`config.mk`:
```
export PLATFORM = sky130hd
export DESIGN_NAME = ipv6_pseudo_header_checksum_core
export DESIGN_NICKNAME = d
export VERILOG_FILES = /design/src/hdl/iphc_pkg.sv /design/src/hdl/iphc_accum.sv /design/src/hdl/iphc_out_reg.sv /design/src/hdl/ipv6_pseudo_header_checksum_core.sv
export SDC_FILE = /design/constraint.sdc
export NUM_CORES = 1
export LEC_CHECK = 0
export ABC_CLOCK_PERIOD_IN_PS = 8700
export BUFFER_PORTS_ARGS = -buffer_cell sky130_fd_sc_hd__buf_2
export CORE_UTILIZATION = 60
export CTS_BUF_LIST = sky130_fd_sc_hd__clkbuf_16
export CTS_CLUSTER_DIAMETER = 150
export CTS_CLUSTER_SIZE = 28
export DETAILED_ROUTE_END_ITERATION = 12
export MAX_ROUTING_LAYER = met4
export PLACE_DENSITY = 0.84
export SKIP_LAST_GASP = 1
export SLEW_MARGIN = 30
export SYNTH_ARGS = -nofsm -noshare
export SYNTH_HDL_FRONTEND = slang
export SYNTH_SLANG_ARGS = --single-unit
export TNS_END_PERCENT = 20
```
`constraint.sdc`:
```
create_clock -name clk -period 8.7 [get_ports clk]
set_input_delay 0.87 -clock clk [delete_from_list [all_inputs] [get_ports clk]]
set_output_delay 0.87 -clock clk [all_outputs]
set_load 0.05 [all_outputs]
```
`src/hdl/iphc_pkg.sv`:
```
// ----------------------------------------------------------------------------
// iphc_pkg: shared types and constants for the IPv6 pseudo-header checksum
// Byte beat and result structures, header byte offsets, family and status codes.
// ----------------------------------------------------------------------------
`default_nettype none

package iphc_pkg;

	// One packet byte with its framing marks
	typedef struct packed {
		logic [7:0] data_byte;
		logic       segment_end;
		logic       packet_end;
	} beat_t;

	// One checksum result
	typedef struct packed {
		logic [15:0] checksum;
		logic [1:0]  status;
	} result_t;

	// Header byte offsets of the pseudo-header fields
	localparam logic [5:0] OFS_PLEN_HI  = 6'd4;
	localparam logic [5:0] OFS_PLEN_LO  = 6'd5;
	localparam logic [5:0] OFS_NEXT_HDR = 6'd6;
	localparam logic [5:0] OFS_SRC      = 6'd8;
	localparam logic [5:0] HDR_LIMIT    = 6'd40;

	// Family mode codes
	localparam logic [1:0] FAM_IPV6 = 2'd0;
	localparam logic [1:0] FAM_IPV4 = 2'd1;

	// Status codes
	localparam logic [1:0] STAT_OK   = 2'd0;
	localparam logic [1:0] STAT_IPV4 = 2'd1;
	localparam logic [1:0] STAT_BAD  = 2'd2;

endpackage

`default_nettype wire

```
`src/hdl/iphc_accum.sv`:
```
// ----------------------------------------------------------------------------
// iphc_accum: per-packet ones' complement accumulator
// Picks the pseudo-header words out of the first segment, pairs later bytes
// into big-endian words, adds with end-around carry, forms the result.
// ----------------------------------------------------------------------------
`default_nettype none

module iphc_accum (
	input  wire logic             clk,
	input  wire logic             arst_n,
	input  wire logic             step,
	input  wire iphc_pkg::beat_t  beat,
	input  wire logic [1:0]       family_mode,
	output iphc_pkg::result_t     result
);
	import iphc_pkg::*;

	logic [15:0] sum_q;
	logic [7:0]  held_q;
	logic        odd_q;
	logic [5:0]  hdr_cnt_q;
	logic        first_q;

	logic [15:0] sum_n;
	logic [7:0]  held_n;
	logic        odd_n;
	logic [5:0]  hdr_cnt_n;
	logic        first_n;

	logic        add_en;
	logic [15:0] word;
	logic [16:0] raw_sum;
	logic [15:0] sum_add;
	logic        send;
	logic [7:0]  b;

	assign b    = beat.data_byte;
	assign send = beat.segment_end | beat.packet_end;

	// Select the word to add and the next packet state
	always_comb begin
		add_en    = 1'b0;
		word      = 16'h0000;
		held_n    = held_q;
		odd_n     = odd_q;
		hdr_cnt_n = hdr_cnt_q;
		first_n   = first_q;
		if (first_q) begin
			if (hdr_cnt_q == OFS_PLEN_HI) begin
				add_en = 1'b1;
				word   = {b, 8'h00};
			end else if (hdr_cnt_q == OFS_PLEN_LO || hdr_cnt_q == OFS_NEXT_HDR) begin
				add_en = 1'b1;
				word   = {8'h00, b};
			end else if (hdr_cnt_q >= OFS_SRC && hdr_cnt_q < HDR_LIMIT) begin
				add_en = 1'b1;
				word   = hdr_cnt_q[0] ? {8'h00, b} : {b, 8'h00};
			end
			if (hdr_cnt_q < HDR_LIMIT) begin
				hdr_cnt_n = hdr_cnt_q + 6'd1;
			end
			if (send) begin
				first_n = 1'b0;
				odd_n   = 1'b0;
				held_n  = 8'h00;
			end
		end else begin
			if (odd_q) begin
				add_en = 1'b1;
				word   = {held_q, b};
				odd_n  = 1'b0;
			end else if (send) begin
				add_en = 1'b1;
				word   = {b, 8'h00};
			end else begin
				held_n = b;
				odd_n  = 1'b1;
			end
			if (send) begin
				odd_n = 1'b0;
			end
		end
	end

	// Add with end-around carry
	assign raw_sum = {1'b0, sum_q} + {1'b0, word};
	assign sum_add = raw_sum[15:0] + {15'd0, raw_sum[16]};
	assign sum_n   = add_en ? sum_add : sum_q;

	// Form the result from the updated sum in IPv6 mode; other modes give a zero checksum
	always_comb begin
		case (family_mode)
			FAM_IPV6: begin
				result.checksum = ~sum_n;
				result.status   = STAT_OK;
			end
			FAM_IPV4: begin
				result.checksum = 16'h0000;
				result.status   = STAT_IPV4;
			end
			default: begin
				result.checksum = 16'h0000;
				result.status   = STAT_BAD;
			end
		endcase
	end

	// Advance the packet state; clear it after the last byte
	always_ff @(posedge clk or negedge arst_n) begin
		if (!arst_n) begin
			sum_q     <= 16'h0000;
			held_q    <= 8'h00;
			odd_q     <= 1'b0;
			hdr_cnt_q <= 6'd0;
			first_q   <= 1'b1;
		end else if (step) begin
			if (beat.packet_end) begin
				sum_q     <= 16'h0000;
				held_q    <= 8'h00;
				odd_q     <= 1'b0;
				hdr_cnt_q <= 6'd0;
				first_q   <= 1'b1;
			end else begin
				sum_q     <= sum_n;
				held_q    <= held_n;
				odd_q     <= odd_n;
				hdr_cnt_q <= hdr_cnt_n;
				first_q   <= first_n;
			end
		end
	end

endmodule

`default_nettype wire

```
`src/hdl/iphc_out_reg.sv`:
```
// ----------------------------------------------------------------------------
// iphc_out_reg: result register
// Holds one checksum result until the receiver takes it.
// ----------------------------------------------------------------------------
`default_nettype none

module iphc_out_reg (
	input  wire logic               clk,
	input  wire logic               arst_n,
	input  wire logic               load,
	input  wire iphc_pkg::result_t  result_in,
	input  wire logic               out_stall,
	output logic                    out_free,
	output logic                    out_valid,
	output iphc_pkg::result_t       result_out
);
	import iphc_pkg::*;

	logic    valid_q;
	result_t result_q;

	// Room for a new result when empty or when the held one transfers now
	assign out_free   = !valid_q || !out_stall;
	assign out_valid  = valid_q;
	assign result_out = result_q;

	// Load a new result, drop the old one once transferred
	always_ff @(posedge clk or negedge arst_n) begin
		if (!arst_n) begin
			valid_q <= 1'b0;
		end else if (load) begin
			valid_q <= 1'b1;
		end else if (!out_stall) begin
			valid_q <= 1'b0;
		end
	end

	always_ff @(posedge clk) begin
		if (load) begin
			result_q <= result_in;
		end
	end

endmodule

`default_nettype wire

```
`src/hdl/ipv6_pseudo_header_checksum_core.sv`:
```
// ----------------------------------------------------------------------------
// ipv6_pseudo_header_checksum_core: streaming IPv6 pseudo-header checksum
// Input channel: one packet byte per transfer (in_valid/in_stall) with
// segment_end and packet_end marks; the first segment is the IPv6 header.
// Output channel: one checksum/status result per packet (out_valid/out_stall),
// presented after the transfer that carries packet_end.
// Configuration: family_mode via cfg_wr_en/cfg_wr_data; the user writes it only while
// idle (not enforced here); 0 IPv6, 1 IPv4 (status 1, checksum 0), else status 2.
// Timing: a byte is registered on its transfer and summed as it leaves the input
// register; a packet's result is loaded into the result register as its packet_end
// byte leaves the input register, and out_valid then presents it.
// Throughput: one byte per cycle while the input is not stalled; the end-around-carry
// adder in the accumulator is combinational.
// Reset: clears the packet state, family_mode to IPv6 and both valid flags.
// Stall: a stalled result holds; the input register keeps taking bytes and
// stalls only when a packet_end byte waits for the result register to free.
// ----------------------------------------------------------------------------
`default_nettype none

module ipv6_pseudo_header_checksum_core (
	input  wire logic        clk,
	input  wire logic        arst_n,
	input  wire logic        cfg_wr_en,
	input  wire logic [1:0]  cfg_wr_data,
	input  wire logic        in_valid,
	output logic             in_stall,
	input  wire logic [7:0]  data_byte,
	input  wire logic        segment_end,
	input  wire logic        packet_end,
	output logic             out_valid,
	input  wire logic        out_stall,
	output logic [15:0]      checksum,
	output logic [1:0]       status
);
	import iphc_pkg::*;

	logic [1:0] family_mode_q;
	logic       valid_s1;
	beat_t      beat_s1;
	logic       adv_s1;
	logic       out_free;
	logic       accept;
	result_t    acc_result;
	result_t    out_result;

	// Configuration register
	always_ff @(posedge clk or negedge arst_n) begin
		if (!arst_n) begin
			family_mode_q <= FAM_IPV6;
		end else if (cfg_wr_en) begin
			family_mode_q <= cfg_wr_data;
		end
	end

	// Input register handshake
	assign adv_s1   = valid_s1 && (!beat_s1.packet_end || out_free);
	assign in_stall = valid_s1 && !adv_s1;
	assign accept   = in_valid && !in_stall;

	always_ff @(posedge clk or negedge arst_n) begin
		if (!arst_n) begin
			valid_s1 <= 1'b0;
		end else if (accept) begin
			valid_s1 <= 1'b1;
		end else if (adv_s1) begin
			valid_s1 <= 1'b0;
		end
	end

	always_ff @(posedge clk) begin
		if (accept) begin
			beat_s1 <= '{data_byte: data_byte, segment_end: segment_end,
				packet_end: packet_end};
		end
	end

	// Accumulate the registered byte
	iphc_accum u_accum (
		.clk         (clk),
		.arst_n      (arst_n),
		.step        (adv_s1),
		.beat        (beat_s1),
		.family_mode (family_mode_q),
		.result      (acc_result)
	);

	// Hold the result for the receiver
	iphc_out_reg u_out_reg (
		.clk        (clk),
		.arst_n     (arst_n),
		.load       (adv_s1 && beat_s1.packet_end),
		.result_in  (acc_result),
		.out_stall  (out_stall),
		.out_free   (out_free),
		.out_valid  (out_valid),
		.result_out (out_result)
	);

	assign checksum = out_result.checksum;
	assign status   = out_result.status;

	// A stall on the input side only comes from a packet end waiting on the result
	a_stall_cause: assert property (@(posedge clk) disable iff (!arst_n)
		in_stall |-> (valid_s1 && beat_s1.packet_end && out_valid && out_stall))
		else $error("input stalled without a blocked packet end");

	// A finished packet always shows a result on the next cycle
	a_result_follows: assert property (@(posedge clk) disable iff (!arst_n)
		(adv_s1 && beat_s1.packet_end) |=> out_valid)
		else $error("packet end did not produce a result");

	// Non-ok status carries a zero checksum
	a_status_zero: assert property (@(posedge clk) disable iff (!arst_n)
		(out_valid && status != STAT_OK) |-> (checksum == 16'h0000))
		else $error("error status with nonzero checksum");

endmodule

`default_nettype wire
```
After elaboration in Yosys (flattened, before gate mapping)
Cells that the tools add are included.

Add/subtract/negate cells: 3. Order comparisons: 2. Eq/ne operators: 8. Muxes and demuxes: 36. Bitwise logic cells: 2. Reduce and logical (&&, ||, !) cells: 20.

Operator list (number): $mux W16 (9); $mux W8 (5); $pmux W18 S2 (1); $eq A6 B3 Y1 const B (3); $mux W1 (18); $mux W6 (3); $add A16 B16 Y17 (1); $add A16 B1 Y16 (1); $not A16 Y16 (1); $add A6 B1 Y6 const B (1); $ge A6 B4 Y1 const B (1); $lt A6 B6 Y1 const B (1); $ne A3 B3 Y1 const B (2); $reduce_bool A2 Y1 (3); $logic_and A1 B1 Y1 (5); $logic_not A1 Y1 (5); $reduce_and A4 Y1 (1); $logic_or A1 B1 Y1 (3); $ne A3 B2 Y1 const B (1); $reduce_and A3 Y1 (1); $eq A2 B1 Y1 const B (1); $logic_not A2 Y1 (1); $ne A2 B1 Y1 const B (1); $reduce_and A2 Y1 (1); $or A1 B1 Y1 (1).

Register bits: 64. Input bits: 17. Output and inout bits: 20. Word-level logic and storage cells: 84.

Longest topological paths before layout
Word-level depth: 11. Gate-level depth with buffers: 24. Mapped depth without buffers: 24.

Hierarchy
A second synthesis with hierarchy kept.

Cell total of the unflattened synthesis: 415. Area, all modules: 4142.7 µm².

By module, submodules not included: iphc_accum (instances 1, cells each 372, area each 3113.0 µm², seq. area each 802.0 µm²); iphc_out_reg (instances 1, cells each 21, area each 576.8 µm², seq. area each 565.5 µm²); ipv6_pseudo_header_checksum_core (instances 1, cells each 22, area each 452.9 µm², seq. area each 375.4 µm²).

Least setup slack after synthesis
No wires, ideal clock.

Path kind: reg2reg. Start: register u_accum.hdr_cnt_q[4]. End: register u_out_reg.result_q (netlist bit u_out_reg.result_out[14]) (data pin). Library setup time: 180 ps. Data arrival time: 4713 ps. Required time: 8520 ps. Path slack: 3806 ps. Cell stages (with the launch flop): 24. Path buffers: 0. Clock period less this slack: 4894 ps. Path through: dfrtp_1 -> nor4b_1 -> o21ai_0 -> o21ai_0 -> nand3_1 -> o21ai_0 -> and2_1 -> ha_1 -> inv_1 -> fa_1 -> nor2b_1 -> o2111a_1 -> o31ai_2 -> a211o_1 -> and2b_1 -> o21ai_0 -> nand2b_1 -> ha_1 -> ha_1 -> nand2_1 -> nor4_2 -> nand3b_1 -> or4_1 -> o311ai_1.

RTL lines: start, declared (RTL line iphc_accum.sv:21) `logic [5:0] hdr_cnt_q;`; start signal, assigned (RTL line iphc_accum.sv:127) `hdr_cnt_q <= hdr_cnt_n;`; end signal, assigned (RTL line iphc_out_reg.sv:40) `result_q <= result_in;`; end, declared (RTL line iphc_out_reg.sv:20) `result_t result_q;`.

==> results.sh <==
export IMPL_critical_path_max_stage_delay_ns=0.52
export IMPL_critPathBufInv=1
export IMPL_yosys_warnings=0
export IMPL_routed_wl_um=10650
export IMPL_async_flop_share_pct=56.25
export IMPL_yosys_top_cells_area="dfrtp_1 (21%), edfxtp_1 (20%), ha_1 (6.8%)"
export IMPL_setup_viol=0
export IMPL_place_ws_ns=3.147
export IMPL_synthFlopType="dfrtp_1"
export IMPL_min_path_cells=2
export IMPL_postCtsSetupRepairBufs=0
export IMPL_worstSetupPathType="flip-flop to flip-flop"
export IMPL_area_delta_synth_final_pct=11.68
export IMPL_cts_resized=0
export IMPL_outcome="complete, no violations"
export IMPL_ys_ff_latch=64
export IMPL_dp_hpwl_um=7965
export IMPL_syn_num_nets=499
export IMPL_synth_cells=458
export IMPL_cp_end_kind="flip-flop"
export IMPL_clockBufferDepth=2
export IMPL_slew_violations=0
export IMPL_io_buffers=36
export IMPL_synth_distinct_cells=70
export IMPL_ctsHoldBuffers=0
export IMPL_yosysTopAreaCell="dfrtp_1"
export IMPL_timing_final_crit_share_pct=64.62
export IMPL_core_area_um2=6832
export IMPL_layout_drive_gt1_share_pct=14.55
export IMPL_grt_pass1_vias=3522
export IMPL_max_slew_margin_pct=30.06
export IMPL_rsz0062_at_grt="false"
export IMPL_drtIter0Drc=241
export IMPL_peakVddDrop_mv=0.1559
export IMPL_clock_skew_ns=0.009684
export IMPL_worst_setup_path_start_kind="flip-flop"
export IMPL_cp_top_family="simple AND/OR/NAND/NOR gates"
export IMPL_pin_count=37
export IMPL_synth_area_per_cell_um2=9.286
export IMPL_finalWorstSetupSlack_ns=3.078
export IMPL_min_path_type="flip-flop to flip-flop"
export IMPL_diodes=0
export IMPL_placementRows=30
export IMPL_p_leak_nw=2.019
export IMPL_gp_congestion=0.9840
export IMPL_hold_viol_final=0
export IMPL_power_density_nw_per_um2=221.4
export IMPL_cts_sinks=64
export IMPL_drc_errors=0
export IMPL_slowest_stage="or4_1"
export IMPL_synth_top_cell_area_share_pct=20.59
export IMPL_die_area_um2=7429
export IMPL_clkSlewWorstSetupHoldPaths_ns=0.05
export IMPL_synth_edf_count=28
export IMPL_vias=3772
export IMPL_htreeDepth=3
export IMPL_die_x_um=86.19
export IMPL_path_cells="nor4b_1, o21ai_0, o21ai_0, nand3_1, o21ai_0, and2_1, ha_1, inv_1, fa_1, nor2b_1, o2111a_1, o31ai_2, a211o_1, and2b_1, o21ai_0, nand2b_1, ha_1, and3_1, nand4_1, nor3_1, nand3_1, or4_1, o311ai_0"
export IMPL_cp_num_cells=23
export IMPL_rr_worst_depth=23
export IMPL_numCtsBuffers=9
export IMPL_vias_per_cell=6.382
export IMPL_grt_use_total_pct=30.65
export IMPL_worstPathMaxFanout=8
export IMPL_cp_arrival_ns=5.72
export IMPL_seq_area_frac_synth_pct=40.98
export IMPL_antenna_found_initial=0
export IMPL_nets=531
export IMPL_cp_data_required_time_ns=8.80
export IMPL_synth_area_um2=4253
export IMPL_cts_tree="done"
export IMPL_min_period_ns=5.622
export IMPL_clock_root_buffer="clkbuf_16"
export IMPL_dr_pass1_iters=5
export IMPL_die_h_um=86.19
export IMPL_fill_cells=528
export IMPL_ant_nets=0
export IMPL_routedWlPerCell_um=18.01
export IMPL_tns_ns=0
export IMPL_grt_pass1_wl_um=16790
export IMPL_initial_core_util_pct=62.25
export IMPL_grt_max_degree=37
export IMPL_crit_top_cell="o21ai_0"
export IMPL_maxCapViolCount=0
export IMPL_tightest_slew_ns=1.041
export IMPL_clock_latency_ns=0.33
export IMPL_grt_overflow_total=0
export IMPL_max_clock_freq_mhz=177.9
## registers in the layout (all words and copies together), names as in the netlist
name / count
u_out_reg.result_out: 18
u_accum.sum_q: 16
beat_s1: 10
u_accum.held_q: 8
u_accum.hdr_cnt_q: 6
family_mode_q: 2
u_accum.first_q: 1
u_accum.odd_q: 1
u_out_reg.out_valid: 1
valid_s1: 1
## worst register-to-register path, delay by kind of cell, from the launching register on
family,cells,cell delay (ns)
and+or+nand+nor,11,2.69
AOI/OAI and AO/OA,8,1.46
adders and majority gates,3,0.74
DFF,1,0.42
buffers and inverters,1,0.06
## report_power, final
group          leakage, nW  switching [mW]  internal, mW
Clock                0.128           0.130         0.189
Combinational         1.14           0.220         0.117
Sequential           0.749          0.0371         0.358
Total                 2.02           0.387         0.664
## cells by family after synthesis
family,share of synthesized area [%]
AND/OR/NAND/NOR,22.42
AO/OA/AOI/OAI,19.95
flip-flops,40.98
buffers and inverters,3.413
adder cells (fa/ha/maj),7.238
XOR/XNOR,5.237
multiplexers,0.7649
## cell type report
class / instances / area (um^2) / area share (%)
multi-input cells: 361 / 2367 / 49.84
repair buffers: 38 / 195.2 / 4.110
clock inverters: 7 / 38.79 / 0.8166
clock buffers: 9 / 225.2 / 4.742
inverters: 16 / 60.06 / 1.264
well taps: 96 / 120.1 / 2.529
flip-flops and latches: 64 / 1743 / 36.70
## synth_stat cells, types with 2 or more instances
cell type / instances
nand2b_1: 4
xor2_1: 6
buf_2: 2
or3_1: 5
nor2b_1: 2
o311ai_0: 4
nand2_1: 59
a31oi_1: 2
a211oi_1: 5
and2_1: 14
ha_1: 23
edfxtp_1: 28
o21a_1: 5
o2111ai_1: 2
o21ai_1: 2
a21oi_1: 18
o211ai_1: 6
a41o_1: 2
or2_2: 2
a22o_1: 6
nor2_1: 34
mux2_2: 2
nand3b_1: 2
o21ai_0: 34
buf_6: 2
nor3_1: 13
or4_1: 6
o41ai_1: 3
nand4_1: 9
a22oi_1: 9
a41oi_1: 2
and3_1: 4
dfrtp_1: 35
a21o_1: 5
nand3_1: 20
and3_2: 3
inv_1: 15
a211o_1: 3
xnor2_1: 15
o31ai_1: 2
clkbuf_1: 11
nor4_1: 4
## path summary, 6_finish.rpt
check,start,endpoint,slack (ns)
max,u_accum.hdr_cnt_q[4],u_out_reg.result_out[17],3.08
max reg2reg,u_accum.hdr_cnt_q[4],u_out_reg.result_out[17],3.08
min reg2reg,u_accum.held_q[0],u_accum.held_q[0],0.48
max in group asynchronous,arst_n,u_accum.sum_q[11],7.53
min in group asynchronous,arst_n,u_out_reg.out_valid,0.64
min,u_accum.held_q[0],u_accum.held_q[0],0.48
## metrics by stage
| step | hold WS (ns) | instances | power [mW] | area [um^2] | util (%) |
|---|---|---|---|---|---|
| after floorplan | 0.4502 | 458 | 0.6447 | 4253 | - |
| after global placement | 0.4621 | 575 | 0.7187 | 4486 | 65.66 |
| after detailed placement | 0.4711 | 575 | 0.7292 | 4486 | 65.66 |
| after CTS | 0.4822 | 591 | 1.046 | 4750 | 69.52 |
| after global routing | 0.5328 | 591 | 1.093 | 4750 | 69.52 |
| final | 0.4808 | 591 | 1.052 | 4750 | 69.52 |
## layout by cell type (no fill, tap or decap), types with 4 or more instances in the layout
cell type / n
nand3_1: 20
and3_1: 4
edfxtp_1: 28
o311ai_0: 4
o211ai_1: 6
o21ai_0: 34
or3_1: 5
nand2_1: 59
dfrtp_1: 35
nor4_1: 4
or4_1: 6
clkbuf_16: 9
clkinv_2: 4
and2_1: 14
nor2_1: 33
a21o_1: 5
nor3_1: 13
buf_2: 36
nand2b_1: 4
inv_1: 15
a211oi_1: 5
o21a_1: 5
xnor2_1: 15
a21oi_1: 18
nand4_1: 9
ha_1: 23
a22o_1: 6
xor2_1: 6
a22oi_1: 9
## layer usage
metal	routed length (um)	GRT usage [%]	share of wire, %
met4	299	13.79	2.8
met3	647	6.667	6.1
met2	5134	49.78	48
met1	4565	36.76	43
met5	0	-	0
Note: power is estimated with default switching activity, not from simulation.
